File: src/rtl/core/gtpf_pkg.sv
// Shared types, constants and tag decode helpers for the packet framer.
`timescale 1ns / 1ps

package gtpf_pkg;

  localparam int NUM_PATHS  = 3;
  localparam int PATH_W     = 2;
  localparam int PATH_IDX_W = (NUM_PATHS > 1) ? $clog2(NUM_PATHS) : 1;
  localparam int QWORD_W    = 64;
  localparam int REM_W      = 19;
  localparam int CNT_W      = 32;

  // Tag field layout
  localparam int LOOP_W          = 15;
  localparam int EOP_BIT         = 15;
  localparam int FMT_LSB         = 58;
  localparam int FMT_W           = 2;
  localparam int REGS_LSB        = 60;
  localparam int REGS_W          = 4;
  localparam int REGS_ZERO_MEANS = 16;
  localparam int PROD_W          = LOOP_W + REGS_W + 1;

  localparam logic [PATH_W-1:0] DMA_PATH = PATH_W'(2);

  typedef enum logic {
    ACT_QWORD      = 1'b0,
    ACT_CTRL_RESET = 1'b1
  } action_t;

  typedef enum logic [FMT_W-1:0] {
    FMT_PACKED    = 2'd0,
    FMT_REGLIST   = 2'd1,
    FMT_IMAGE     = 2'd2,
    FMT_IMAGE_ALT = 2'd3
  } fmt_t;

  typedef struct packed {
    logic [REM_W-1:0] rem;
    logic             in_pkt;
    logic             eop;
    logic [CNT_W-1:0] pkts;
    logic [CNT_W-1:0] bad;
  } path_state_t;

  function automatic logic [CNT_W-1:0] sat_inc(input logic [CNT_W-1:0] v);
    return (v == '1) ? v : v + CNT_W'(1);
  endfunction

  // Payload length in quadwords announced by a tag
  function automatic logic [REM_W-1:0] tag_len(input logic [QWORD_W-1:0] w);
    logic [LOOP_W-1:0] loops;
    logic [REGS_W:0]   regs;
    logic [PROD_W-1:0] prod;
    logic [PROD_W-1:0] half;
    fmt_t              fmt;
    logic [REM_W-1:0]  len;
    loops = w[LOOP_W-1:0];
    regs  = (w[REGS_LSB +: REGS_W] == '0) ? (REGS_W+1)'(REGS_ZERO_MEANS)
                                          : {1'b0, w[REGS_LSB +: REGS_W]};
    prod  = loops * regs;
    half  = (prod + PROD_W'(1)) >> 1;
    fmt   = fmt_t'(w[FMT_LSB +: FMT_W]);
    case (fmt)
      FMT_PACKED:  len = prod[REM_W-1:0];
      FMT_REGLIST: len = half[REM_W-1:0];
      default:     len = REM_W'(loops);
    endcase
    return len;
  endfunction

endpackage

File: src/rtl/core/gif_tag_packet_framer.sv
// Packet framer top level: input register, per-path state and result register.
`timescale 1ns / 1ps

// Frames graphics-interface packets on NUM_PATHS submission paths, one quadword
// per item. An item is taken into an input register, then in the next stage the
// state of its path (payload countdown, packet open, end-of-packet pending and two
// saturating counters, all in flip-flops) is read, updated and the result is
// written to the output register. One item is accepted every cycle while the
// output is not held off, and the input register keeps taking one more item
// while a result waits. Items are handled in order, so an item always sees the
// state left by the one before it. A control reset item clears all path state
// and returns all zeros; a quadword on a path number at or beyond NUM_PATHS
// returns all zeros and leaves the path state unchanged.
module gif_tag_packet_framer
  import gtpf_pkg::*;
(
  input  logic               clk,
  input  logic               rst,
  input  logic               in_valid,
  output logic               in_stall,
  input  logic               action,
  input  logic [PATH_W-1:0]  path,
  input  logic [QWORD_W-1:0] qword_low,
  input  logic               last_in_submission,
  output logic               out_valid,
  input  logic               out_stall,
  output logic               tag_started,
  output logic               packet_done,
  output logic [REM_W-1:0]   payload_left,
  output logic               ended_mid_tag,
  output logic               ended_mid_packet,
  output logic [CNT_W-1:0]   packet_count,
  output logic [CNT_W-1:0]   malformed_count
);

  logic               s1_valid;
  action_t            s1_action;
  logic [PATH_W-1:0]  s1_path;
  logic [QWORD_W-1:0] s1_qword;
  logic               s1_last;
  logic               s1_adv;

  path_state_t        st [NUM_PATHS];
  path_state_t        cur;
  path_state_t        cur_next;
  logic [PATH_IDX_W-1:0] idx;
  logic               path_ok;
  logic               is_tag;
  logic               eop_now;
  logic               open_now;
  logic               done;
  logic               check_end;
  logic               mid_tag;
  logic               mid_pkt;

  assign s1_adv   = s1_valid && (!out_valid || !out_stall);
  assign in_stall = s1_valid && !s1_adv;

  always_ff @(posedge clk) begin
    if (rst) begin
      s1_valid <= 1'b0;
    end else if (!in_stall) begin
      s1_valid <= in_valid;
    end
  end

  always_ff @(posedge clk) begin
    if (in_valid && !in_stall) begin
      s1_action <= action_t'(action);
      s1_path   <= path;
      s1_qword  <= qword_low;
      s1_last   <= last_in_submission;
    end
  end

  assign path_ok = {1'b0, s1_path} < (PATH_W+1)'(NUM_PATHS);
  assign idx     = s1_path[PATH_IDX_W-1:0];

  always_comb begin
    cur       = path_ok ? st[idx] : '0;
    cur_next  = cur;
    is_tag    = (cur.rem == '0);
    // tag boundary: load a new countdown, else consume one payload quadword
    cur_next.rem = is_tag ? tag_len(s1_qword) : cur.rem - REM_W'(1);
    eop_now   = is_tag ? s1_qword[EOP_BIT] : cur.eop;
    open_now  = is_tag ? 1'b1 : cur.in_pkt;
    done      = (cur_next.rem == '0) && open_now && eop_now;
    cur_next.in_pkt = open_now && !done;
    cur_next.eop    = eop_now && !done;
    cur_next.pkts   = done ? sat_inc(cur.pkts) : cur.pkts;
    check_end = s1_last && (s1_path != DMA_PATH);
    mid_tag   = check_end && (cur_next.rem != '0);
    mid_pkt   = check_end && cur_next.in_pkt && (cur_next.rem == '0);
    cur_next.bad = mid_tag ? sat_inc(cur.bad) : cur.bad;
  end

  always_ff @(posedge clk) begin
    if (rst) begin
      for (int i = 0; i < NUM_PATHS; i++) begin
        st[i] <= '0;
      end
    end else if (s1_adv) begin
      if (s1_action == ACT_CTRL_RESET) begin
        for (int i = 0; i < NUM_PATHS; i++) begin
          st[i] <= '0;
        end
      end else if (path_ok) begin
        st[idx] <= cur_next;
      end
    end
  end

  always_ff @(posedge clk) begin
    if (rst) begin
      out_valid <= 1'b0;
    end else if (!out_valid || !out_stall) begin
      out_valid <= s1_valid;
    end
  end

  always_ff @(posedge clk) begin
    if (s1_adv) begin
      if (s1_action == ACT_CTRL_RESET || !path_ok) begin
        tag_started      <= 1'b0;
        packet_done      <= 1'b0;
        payload_left     <= '0;
        ended_mid_tag    <= 1'b0;
        ended_mid_packet <= 1'b0;
        packet_count     <= '0;
        malformed_count  <= '0;
      end else begin
        tag_started      <= is_tag;
        packet_done      <= done;
        payload_left     <= cur_next.rem;
        ended_mid_tag    <= mid_tag;
        ended_mid_packet <= mid_pkt;
        packet_count     <= cur_next.pkts;
        malformed_count  <= cur_next.bad;
      end
    end
  end

endmodule

File: config.mk
export PLATFORM = sky130hd
export DESIGN_NAME = gif_tag_packet_framer
export DESIGN_NICKNAME = d
export VERILOG_FILES = /design/src/rtl/core/gtpf_pkg.sv /design/src/rtl/core/gif_tag_packet_framer.sv
export SDC_FILE = /design/constraint.sdc
export NUM_CORES = 1
export LEC_CHECK = 0
export BUFFER_PORTS_ARGS = -buffer_cell sky130_fd_sc_hd__buf_2
export CORE_UTILIZATION = 50
export CTS_CLUSTER_DIAMETER = 120
export DETAILED_ROUTE_END_ITERATION = 7
export GPL_TIMING_DRIVEN = 1
export PLACE_DENSITY = 0.68
export SETUP_SLACK_MARGIN = 0.5
export SLEW_MARGIN = 20
export SYNTH_ARGS = -nofsm -noshare
export SYNTH_HDL_FRONTEND = slang
export SYNTH_SLANG_ARGS = --single-unit
File: constraint.sdc
create_clock -name clk -period 23.1 [get_ports clk]
set_clock_uncertainty 0.2 [all_clocks]
set_input_delay 4.62 -clock clk [delete_from_list [all_inputs] [get_ports clk]]
set_output_delay 4.62 -clock clk [all_outputs]
set_load 0.02 [all_outputs]
==> reports/metrics.yaml, run 1 <==
worst_setup_path:
  crit_required_ps: 18280
  reg2reg_slack_ps: 13760
  reg2reg_to: "packet_count[31]"
  crit_family: "buffers and inverters"
  cpMostUsedCell: "buf_2"
  start_kind: "input port"
  path_max_fanout: 3
  critPathKind: "input port to output pin"
  cp.buffers_inverters: 3
  cp_slowest_cell: "buf_2"
  reg2reg_from: "s1_qword[63]"
  reg2reg_depth: 20
  path_cells: "buf_2, nand3_1, inv_1, buf_2"
  slowest_delay_ps: 150
  end_kind: "output pin"
  worstPathArrival_ps: 5100
global_route:
  grt_pass1_vias: 18500
  gr-total-overflow: 0
  grtUsageTotal: 0.252
  antenna_found_initial: 1
  grt_first_pass_wirelength_um: 103000
  grt_max_degree: 86
synthesis:
  synthArstFlopShare: 0
  synthTopCellsByCount: "edfxtp_1, nand2_1, nor2_1"
  synth_edf_count: 453
  yosysTopAreaCell: "edfxtp_1"
  synth.most_common_cell: "edfxtp_1"
  ys.flop_type: "edfxtp_1"
  ys_ff_latch: 457
  synthTopCellsByArea: "edfxtp_1, mux4_2, nand2_1"
  ys_warn_count: 0
  netlist_instances: 2230
  ys_seq_area_frac: 0.529
  syn_area_um2: 25900
  synth_cell_types: 99
  synth_top_area_frac: 0.526
  avgSynthCellArea_um2: 11.6
clock_network:
  post_cts_buffers: 0
  cts_max_level: 2
  cts_tree: "built"
  clkLatencyLatePin_ps: 600
  clockBufferDepth: 3
  cts_inserted_buffers: 50
  hold_buffers: 0
  cts-resized-gates: 0
  cts_root_buffer: "clkbuf_16"
  path_clk_slew_ps: 60
  cts.sinks: 457
sta:
  setup_viol: 0
  period_minus_slack_ps: 9920
  tns_ps: 0
  rsz0062_at_grt: "false"
  max_freq_mhz: 101
  tightest_slew_ps: 1110
  final-max-slew-violation-count: 0
  slew_headroom: 0.259
  hold_viol_final: 0
  layout_setup_ws_ps: 13180
  finalCritPeriodShare: 0.429
detailed_routing:
  dr.pass1.iters: 5
  ant_nets: 0
  num_vias: 18700
  post-route-drc-count: 0
  first_iter_violations: 1749
  viasPerCell: 6.04
  drt-total-wl_um: 66300
  wl_per_cell_um: 21.4
power_and_ir_drop:
  vdd_drop_max_mv: 0.0537
  p_per_area_nw_per_um2: 76.1
  totalPowerFinal_mw: 2.19
  leakage_nw: 11.0
placement:
  place_congestion: 0.878
  post-dp-hpwl_um: 41000
  place_ws_ps: 13180
  place.port_buffers: 118
  post_dp_cell_area_um2: 27300
final_layout:
  fin_nets: 2528
  final_layout_size_suffix_gt1_frac: 0.168
  final_cell_area_um2: 28800
  area_delta_synth_final_pct: 11.4
  insertedDiodeCount: 0
  fin_util: 0.569
hold_path:
  whs_endpoint: "out_valid"
  worstHoldStart: "s1_valid"
  min_path_cells: 2
  min_path_type: "flop to flop"
status:
  outcome: "finished clean"
floorplan:
  ios: 161
  rows: 82
  core_um2: 50600
  die_area_um2: 52600
  die_w_um: 229
  die-height_um: 229
  initial_core_util: 0.511
flow_run:
  cap_violations: 0
==> state kept, by name, summed over array words and instances (netlist names), 2 cells and up, named ones only <==
signal,flops
idx,2
malformed_count,32
packet_count,32
payload_left,19
s1_qword,22
st,340
==> kinds of logic (layout without fill, tap and decap cells) <==
logic type,after synthesis,in the layout,share of synthesized area
adders and majority gates,72,72,0.0462
other,1,85,0.000145
xor gates and xnor gates,28,28,0.00949
and+or+nand+nor,900,900,0.173
muxes,209,209,0.118
AOI/OAI and AO/OA,365,365,0.0902
buffers and inverters,198,308,0.0336
DFF,457,457,0.529
==> layer usage <==
metal | GRT usage | share of wire
met1 | 0.347 | 0.42
met2 | 0.413 | 0.47
met3 | 0.0334 | 0.077
met4 | 0.0798 | 0.024
met5 | 0 | 0.00015
==> layout make-up <==
cell class	count	area [um^2]
Fill cell	4200	21800
Multi-Input combinational cell	1659	11700
Tap cell	672	841
Inverter	69	259
Clock inverter	29	175
Sequential cell	457	13700
Timing Repair Buffer	147	808
Clock buffer	63	1320
==> power by group <==
group	internal, mW	switching (mW)
clock	0.416	0.334
combinational	0.154	0.289
sequential	0.974	0.0245
==> tightest hold or removal path: cells and delay by family, from the launching register on <==
family	cells	cell delay (ps)
AO/OA/AOI/OAI	1	50
AND/OR/NAND/NOR	1	80
flip-flops	1	360
==> worst max-delay path by stage <==
stage | startpoint | end | slack, ps | depth (start not counted)
6_report | out_stall | in_stall | 13180 | 4
5_1_grt | out_stall | in_stall | 13160 | 4
4_1_cts | out_stall | in_stall | 13180 | 4
3_5_place_dp | out_stall | in_stall | 13180 | 4
3_3_place_gp | out_stall | in_stall | 13190 | 4
2_1_floorplan | out_stall | st[1][0] | 10260 | 5
==> cells in the final DEF, fill, tap and decap left out, types with 67 or more instances in the layout <==
cell type,instances
buf_2,118
inv_1,67
mux2i_1,115
and2_1,83
conb_1,85
nand2_1,303
edfxtp_1,453
mux4_2,75
a21oi_1,172
nor2_1,189
==> metrics by stage <==
stage	cells	hold WS (ps)
3_5_place_dp	3004	315
4_1_cts	3096	328
3_3_place_gp	3004	277
5_1_grt	3096	367
6_report	3096	326
2_1_floorplan	2314	252
No activity file was read; power rests on OpenSTA's default activity.
==> run 2, diff against run 1 <==
--- a/config.mk
+++ b/config.mk
@@ -10,7 +10,7 @@
 export CTS_CLUSTER_DIAMETER = 120
 export DETAILED_ROUTE_END_ITERATION = 7
 export GPL_TIMING_DRIVEN = 1
-export PLACE_DENSITY = 0.68
+export PLACE_DENSITY = 0.7
 export SETUP_SLACK_MARGIN = 0.5
 export SLEW_MARGIN = 20
 export SYNTH_ARGS = -nofsm -noshare
==> constraint.sdc (replaced) <==
create_clock -name clk -period 8.9 [get_ports clk]
set_clock_uncertainty 0.2 [all_clocks]
set_input_delay 1.78 -clock clk [delete_from_list [all_inputs] [get_ports clk]]
set_output_delay 1.78 -clock clk [all_outputs]
set_load 0.02 [all_outputs]
==> reports/metrics.yaml, run 2 (synthesis gave the netlist of run 1 again) <==
clock_network:
  hold_buffers: 0  # unchanged
  cts_tree: "built"  # unchanged
  clockBufferDepth: 3  # unchanged
  cts_inserted_buffers: 49  # was 50
  cts_root_buffer: "clkbuf_16"  # unchanged
  cts_max_level: 2  # unchanged
  cts.sinks: 457  # unchanged
  path_clk_slew_ps: 60  # about the same
  clkLatencyLatePin_ps: 610  # was 600 ps
sta:
  slew_headroom: 0.231  # was 0.259
  final-max-slew-violation-count: 0  # unchanged
  period_minus_slack_ps: 7980
  max_freq_mhz: 125
  rsz0062_at_grt: "false"  # unchanged
  tightest_slew_ps: 1150  # was 1110 ps
  hold_viol_final: 0  # unchanged
  setup_viol: 0  # unchanged
  finalCritPeriodShare: 0.896
  tns_ps: 0  # unchanged
  layout_setup_ws_ps: 924  # was 13,180 ps
final_layout:
  top_regs: "st: 340 flops, malformed_count: 32 flops, packet_count: 32 flops"  # unchanged
  mostFrequentLayoutCell: "edfxtp_1"  # unchanged
  area_delta_synth_final_pct: 12.8  # was 11.4%
  largest_reg_flops: 340  # unchanged
  largest_register: "st"  # unchanged
  final_layout_size_suffix_gt1_frac: 0.179  # was 0.168
  fin_nets: 2540  # was 2,528
  final_cell_area_um2: 29200  # was 28,800 um^2
  insertedDiodeCount: 0  # unchanged
  fin_cells: 3107  # was 3,096
  layout_common_cells: "edfxtp_1, nand2_1, nor2_1"  # unchanged
  nFillCells: 4171  # was 4,200
worst_setup_path:
  worstPathArrival_ps: 8110  # was 5100 ps
  crit_family: "simple AND/OR/NAND/NOR gates"  # was buffers and inverters
  critPathKind: "flop to flop"  # was input port to output pin
  end_kind: "flop"  # was output pin
  path_cells: "nor4_1, buf_4, nand2_1, fa_1, inv_1, fa_1, fa_1, ha_1, and4_1, a21boi_0, o211ai_1, or3_1, nor3_1, nand3_1, mux2_2, a22o_1, inv_1, nor2_1, buf_4, nand4_4, or4_4, a21oi_1"  # was buf_2, nand3_1, inv_1, buf_2
  cp.buffers_inverters: 4  # was 3
  path_max_fanout: 16  # was 3
  cpMostUsedCell: "fa_1"  # was buf_2
  cp_slowest_cell: "or4_4"  # was buf_2
  crit_required_ps: 9030  # was 18,280 ps
  start_kind: "flop"  # was input port
  slowest_delay_ps: 640  # was 150 ps
global_route:
  antenna_found_initial: 1  # unchanged
  grt_first_pass_wirelength_um: 103000  # about the same
  grt_max_degree: 86  # unchanged
  grt_pass1_vias: 18400  # was 18,500
  grtUsageTotal: 0.252  # about the same
  gr-total-overflow: 0  # unchanged
detailed_routing:
  ant_nets: 0  # unchanged
  num_vias: 19000  # was 18,700
  first_iter_violations: 1912  # was 1,749
  wl_per_cell_um: 21.5  # was 21.4 um
  viasPerCell: 6.12  # was 6.04
  dr.pass1.iters: 6  # was 5
  post-route-drc-count: 0  # unchanged
  drt-total-wl_um: 66900  # was 66,300 um
floorplan:
  rows: 82  # unchanged
  initial_core_util: 0.511  # unchanged
  die-height_um: 229  # unchanged
  core_um2: 50600  # unchanged
  die_area_um2: 52600  # unchanged
  die_w_um: 229  # unchanged
  ios: 161  # unchanged
power_and_ir_drop:
  leakage_nw: 11.2  # was 11.0 nW
  seqPwrFrac: 0.437  # was 0.456
  vdd_drop_max_mv: 0.175  # was 0.0537 mV
  switching_share: 0.287  # was 0.295
  pwr-share-clk: 0.364  # was 0.342
  combPwrFrac: 0.199  # was 0.202
  p_sw_mw: 1.70  # was 0.647 mW
  internal-power_mw: 4.22  # was 1.54 mW
  p_per_area_nw_per_um2: 203  # was 76.1 nW/um^2
status:
  outcome: "finished clean"  # unchanged
placement:
  post_dp_cell_area_um2: 27400  # was 27,300 um^2
  placedCellCount: 3010  # was 3,004
  place_congestion: 0.935  # was 0.878
  post-dp-hpwl_um: 41900  # was 41,000 um
  place_ws_ps: 585  # was 13,180 ps
  place.port_buffers: 118  # unchanged
flow_run:
  cap_violations: 0  # unchanged
hold_path:
  min_path_type: "flop to flop"  # unchanged
==> run 2: cell types whose count changed in the layout (fill, tap and decap cells not counted), sizes merged, moves of 2 or more <==
cell | before | now
buf | 147 | 158
bufinv | 1 | 8
clkinv | 26 | 18
clkinvlp | 0 | 3
inv | 71 | 69
==> run 2: final cells by class <==
class | instances | area, um^2 | share of cell area
Clock inverter | 29 | 385 | 0.0132
Multi-Input combinational cell | 1660 | 11800 | 0.404
Clock buffer | 61 | 1310 | 0.0450
Sequential cell | 457 | 13700 | 0.470
Tap cell | 672 | 841 | 0.0288
Inverter | 69 | 259 | 0.00888
Timing Repair Buffer | 159 | 902 | 0.0309
==> run 2: worst register-to-register path, cell delays in order, from the launching register on <==
cell	delay, ps
edfxtp_1	600
nor4_1	340
buf_4	250
nand2_1	100
fa_1	550
inv_1	60
fa_1	510
fa_1	500
ha_1	450
and4_1	200
a21boi_0	260
o211ai_1	220
or3_1	500
nor3_1	270
nand3_1	210
mux2_2	280
a22o_1	260
inv_1	110
nor2_1	330
buf_4	240
nand4_4	260
or4_4	650
a21oi_1	370
==> run 2: path summary, 6_finish.rpt <==
path                 from  depth (start not counted)  slack (ps)               end
max reg2reg  s1_qword[61]                         22         920  packet_count[17]
max          s1_qword[61]                         22         920  packet_count[17]
min reg2reg      s1_valid                          2         310         out_valid
min              s1_valid                          2         310         out_valid
==> run 2: what timing repair did <==
item / in CTS / in global routing
setup buffers: 0 / 5
resized for setup: 0 / 12
endpoints found under the setup margin: 0 / 114
==> run 2: power by group through the flow <==
stage / clock network (mW) / logic [mW] / registers (mW)
after floorplan: 0 / 0.838 / 2.63
after global placement: 0 / 1.11 / 2.63
after detailed placement: 0 / 1.13 / 2.63
after CTS: 2.19 / 1.14 / 2.59
after global routing: 2.26 / 1.29 / 2.60
final: 2.15 / 1.17 / 2.59
==> run 2: per-layer routing <==
layer | track usage | routed length [um] | share of wire
met1 | 0.356 | 28500 | 0.43
met3 | 0.0324 | 5050 | 0.076
met5 | 0 | 10 | 0.00015
met2 | 0.407 | 31500 | 0.47
met4 | 0.0804 | 1800 | 0.027
==> run 2: metrics by stage <==
step,hold slack (ps),utilization,power (mW)
finish,311,0.576,5.92
global route,350,0.576,6.15
CTS,320,0.574,5.92
detailed placement,307,0.541,3.77
global placement,276,0.541,3.73
floorplan,251,-,3.47
==> run 3, diff against run 2 <==
--- a/config.mk
+++ b/config.mk
@@ -6,11 +6,10 @@
 export NUM_CORES = 1
 export LEC_CHECK = 0
 export BUFFER_PORTS_ARGS = -buffer_cell sky130_fd_sc_hd__buf_2
-export CORE_UTILIZATION = 50
+export CORE_UTILIZATION = 40
 export CTS_CLUSTER_DIAMETER = 120
 export DETAILED_ROUTE_END_ITERATION = 7
 export GPL_TIMING_DRIVEN = 1
-export PLACE_DENSITY = 0.7
 export SETUP_SLACK_MARGIN = 0.5
 export SLEW_MARGIN = 20
 export SYNTH_ARGS = -nofsm -noshare
==> constraint.sdc (replaced) <==
create_clock -name clk -period 8.5 [get_ports clk]
set_clock_uncertainty 0.2 [all_clocks]
set_input_delay 1.7 -clock clk [delete_from_list [all_inputs] [get_ports clk]]
set_output_delay 1.7 -clock clk [all_outputs]
set_load 0.02 [all_outputs]
==> reports/metrics.yaml, run 3 (synthesis gave the netlist of run 1 again) <==
worst_setup_path:
  crit_required_ps: 8690  # was 9030 ps
  cp_slowest_cell: "fa_1"  # was or4_4
  path_cells: "nor4_1, buf_4, nand2_1, fa_1, inv_1, fa_1, fa_1, ha_1, nand2b_1, a2111oi_2, buf_4, a211o_1, nor2_1, nor4_1, nand3_1, o21a_1, o32ai_2, inv_2, nor2_1, buf_4, nand4_4, buf_4, or3_1, a21oi_1"  # was nor4_1, buf_4, nand2_1, fa_1, inv_1, fa_1, fa_1, ha_1, and4_1, a21boi_0, o211ai_1, or3_1, nor3_1, nand3_1, mux2_2, a22o_1, inv_1, nor2_1, buf_4, nand4_4, or4_4, a21oi_1
  start_kind: "flop"  # unchanged
  slowest_delay_ps: 540  # was 640 ps
  end_kind: "flop"  # unchanged
  crit_family: "adder cells"  # was simple AND/OR/NAND/NOR gates
  cp.buffers_inverters: 6  # was 4
  worstPathArrival_ps: 7680  # was 8110 ps
  path_max_fanout: 15  # was 16
  critPathKind: "flop to flop"  # unchanged
  cpMostUsedCell: "buf_4"  # was fa_1
power_and_ir_drop:
  vdd_drop_max_mv: 0.181  # was 0.175 mV
  combPwrFrac: 0.194  # was 0.199
  p_per_area_nw_per_um2: 214  # was 203 nW/um^2
  internal-power_mw: 4.51  # was 4.22 mW
  p_sw_mw: 1.82  # was 1.70 mW
  leakage_nw: 11.3  # was 11.2 nW
  pwr-share-clk: 0.378  # was 0.364
  switching_share: 0.288  # was 0.287
  seqPwrFrac: 0.428  # was 0.437
final_layout:
  nFillCells: 5739  # was 4,171
  fin_nets: 2551  # was 2,540
  largest_reg_flops: 340  # unchanged
  multi_input_area_um2: 11800  # about the same
  area_delta_synth_final_pct: 14.5  # was 12.8%
  layout_common_cells: "edfxtp_1, nand2_1, nor2_1"  # unchanged
  fin_util: 0.467  # was 0.576
  regArea_um2: 13700  # unchanged
  largest_register: "st"  # unchanged
  final_cell_area_um2: 29600  # was 29,200 um^2
  top_regs: "st: 340 flops, malformed_count: 32 flops, packet_count: 32 flops"  # unchanged
  mostFrequentLayoutCell: "edfxtp_1"  # unchanged
  insertedDiodeCount: 0  # unchanged
  final_layout_size_suffix_gt1_frac: 0.185  # was 0.179
  fin_cells: 3296  # was 3,107
floorplan:
  die-height_um: 256  # was 229 um
  rows: 92  # was 82
  core_um2: 63400  # was 50,600 um^2
  initial_core_util: 0.408  # was 0.511
  die_w_um: 256  # was 229 um
  die_area_um2: 65700  # was 52,600 um^2
  ios: 161  # unchanged
placement:
  post-dp-hpwl_um: 43800  # was 41,900 um
  place_congestion: 0.878  # was 0.935
  placedCellCount: 3192  # was 3,010
  post_dp_cell_area_um2: 27700  # was 27,400 um^2
  place.port_buffers: 118  # unchanged
sta:
  period_minus_slack_ps: 7490  # was 7980 ps
  slew_headroom: 0.273  # was 0.231
  final-max-slew-violation-count: 0  # unchanged
  finalCritPeriodShare: 0.882  # was 0.896
  setup_viol: 0  # unchanged
  tightest_slew_ps: 1090  # was 1150 ps
  hold_viol_final: 0  # unchanged
  rsz0062_at_grt: "false"  # unchanged
  holdWs_ps: 322  # was 311 ps
  tns_ps: 0  # unchanged
  max_freq_mhz: 133  # was 125 MHz
clock_network:
  clockBufferDepth: 3  # unchanged
  cts_inserted_buffers: 52  # was 49
  cts_root_buffer: "clkbuf_16"  # unchanged
  cts.sinks: 457  # unchanged
  cts_tree: "built"  # unchanged
  cts_max_level: 2  # unchanged
  clkLatencyLatePin_ps: 620  # was 610 ps
  hold_buffers: 0  # unchanged
  path_clk_slew_ps: 60  # about the same
global_route:
  grt_pass1_vias: 18700  # was 18,400
  grt_max_degree: 86  # unchanged
  grtUsageTotal: 0.209  # was 0.252
  gr-total-overflow: 0  # unchanged
  antenna_found_initial: 0  # was 1
  grt_first_pass_wirelength_um: 107000  # was 103,000 um
detailed_routing:
  drt-total-wl_um: 69500  # was 66,900 um
  dr.pass1.iters: 7  # was 6
  first_iter_violations: 1441  # was 1,912
  ant_nets: 0  # unchanged
  viasPerCell: 5.67  # was 6.12
  post-route-drc-count: 0  # unchanged
  wl_per_cell_um: 21.1  # was 21.5 um
  num_vias: 18700  # was 19,000
status:
  outcome: "finished clean"  # unchanged
flow_run:
  cap_violations: 0  # unchanged
hold_path:
  min_path_type: "flop to flop"  # unchanged
-- run 3: worst paths after layout --
kind | startpoint | endpoint | cells past startpoint | slack [ps]
min reg2reg | s1_valid | out_valid | 2 | 320
min | s1_valid | out_valid | 2 | 320
max reg2reg | s1_qword[61] | packet_count[23] | 24 | 1010
max | s1_qword[61] | packet_count[23] | 24 | 1010
-- run 3: timing repair --
item	in CTS	in global routing
resized for setup	0	13
endpoints found under the setup margin	0	285
buffers inserted	0	6
hold endpoints to repair	0	0
-- run 3: layout make-up --
type,instances,share of cell area
Clock inverter,40,0.0174
Inverter,69,0.00875
Multi-Input combinational cell,1660,0.398
Timing Repair Buffer,167,0.0332
Clock buffer,57,0.0446
Tap cell,846,0.0358
Sequential cell,457,0.462
-- run 3: routing by layer --
metal | up-vias | GRT usage | routed length, um
met2 | 635 | 0.350 | 33400
met4 | 0 | 0.0640 | 1710
li1 | 8598 | - | -
met3 | 112 | 0.0260 | 4300
met5 | - | 0 | 0
met1 | 9347 | 0.283 | 30100
-- run 3: power groups by stage --
stage	logic [mW]	clock network, mW	registers (mW)
2_1_floorplan	0.878	0	2.76
3_3_place_gp	1.18	0	2.76
3_5_place_dp	1.20	0	2.76
4_1_cts	1.21	2.45	2.72
5_1_grt	1.35	2.53	2.73
6_report	1.23	2.39	2.71
-- run 3: worst register-to-register path, cell delays in order (launching register included) --
cell	delay, ps
edfxtp_1	470
nor4_1	290
buf_4	250
nand2_1	100
fa_1	540
inv_1	50
fa_1	530
fa_1	510
ha_1	490
nand2b_1	150
a2111oi_2	310
buf_4	210
a211o_1	220
nor2_1	90
nor4_1	470
nand3_1	250
o21a_1	240
o32ai_2	350
inv_2	100
nor2_1	100
buf_4	230
nand4_4	140
buf_4	210
or3_1	440
a21oi_1	350
-- run 3: through the flow --
stage	total power [mW]	setup slack, ps
after floorplan	3.63	757
after global placement	3.93	671
after detailed placement	3.96	660
after CTS	6.37	623
after global routing	6.61	496
final	6.33	1010
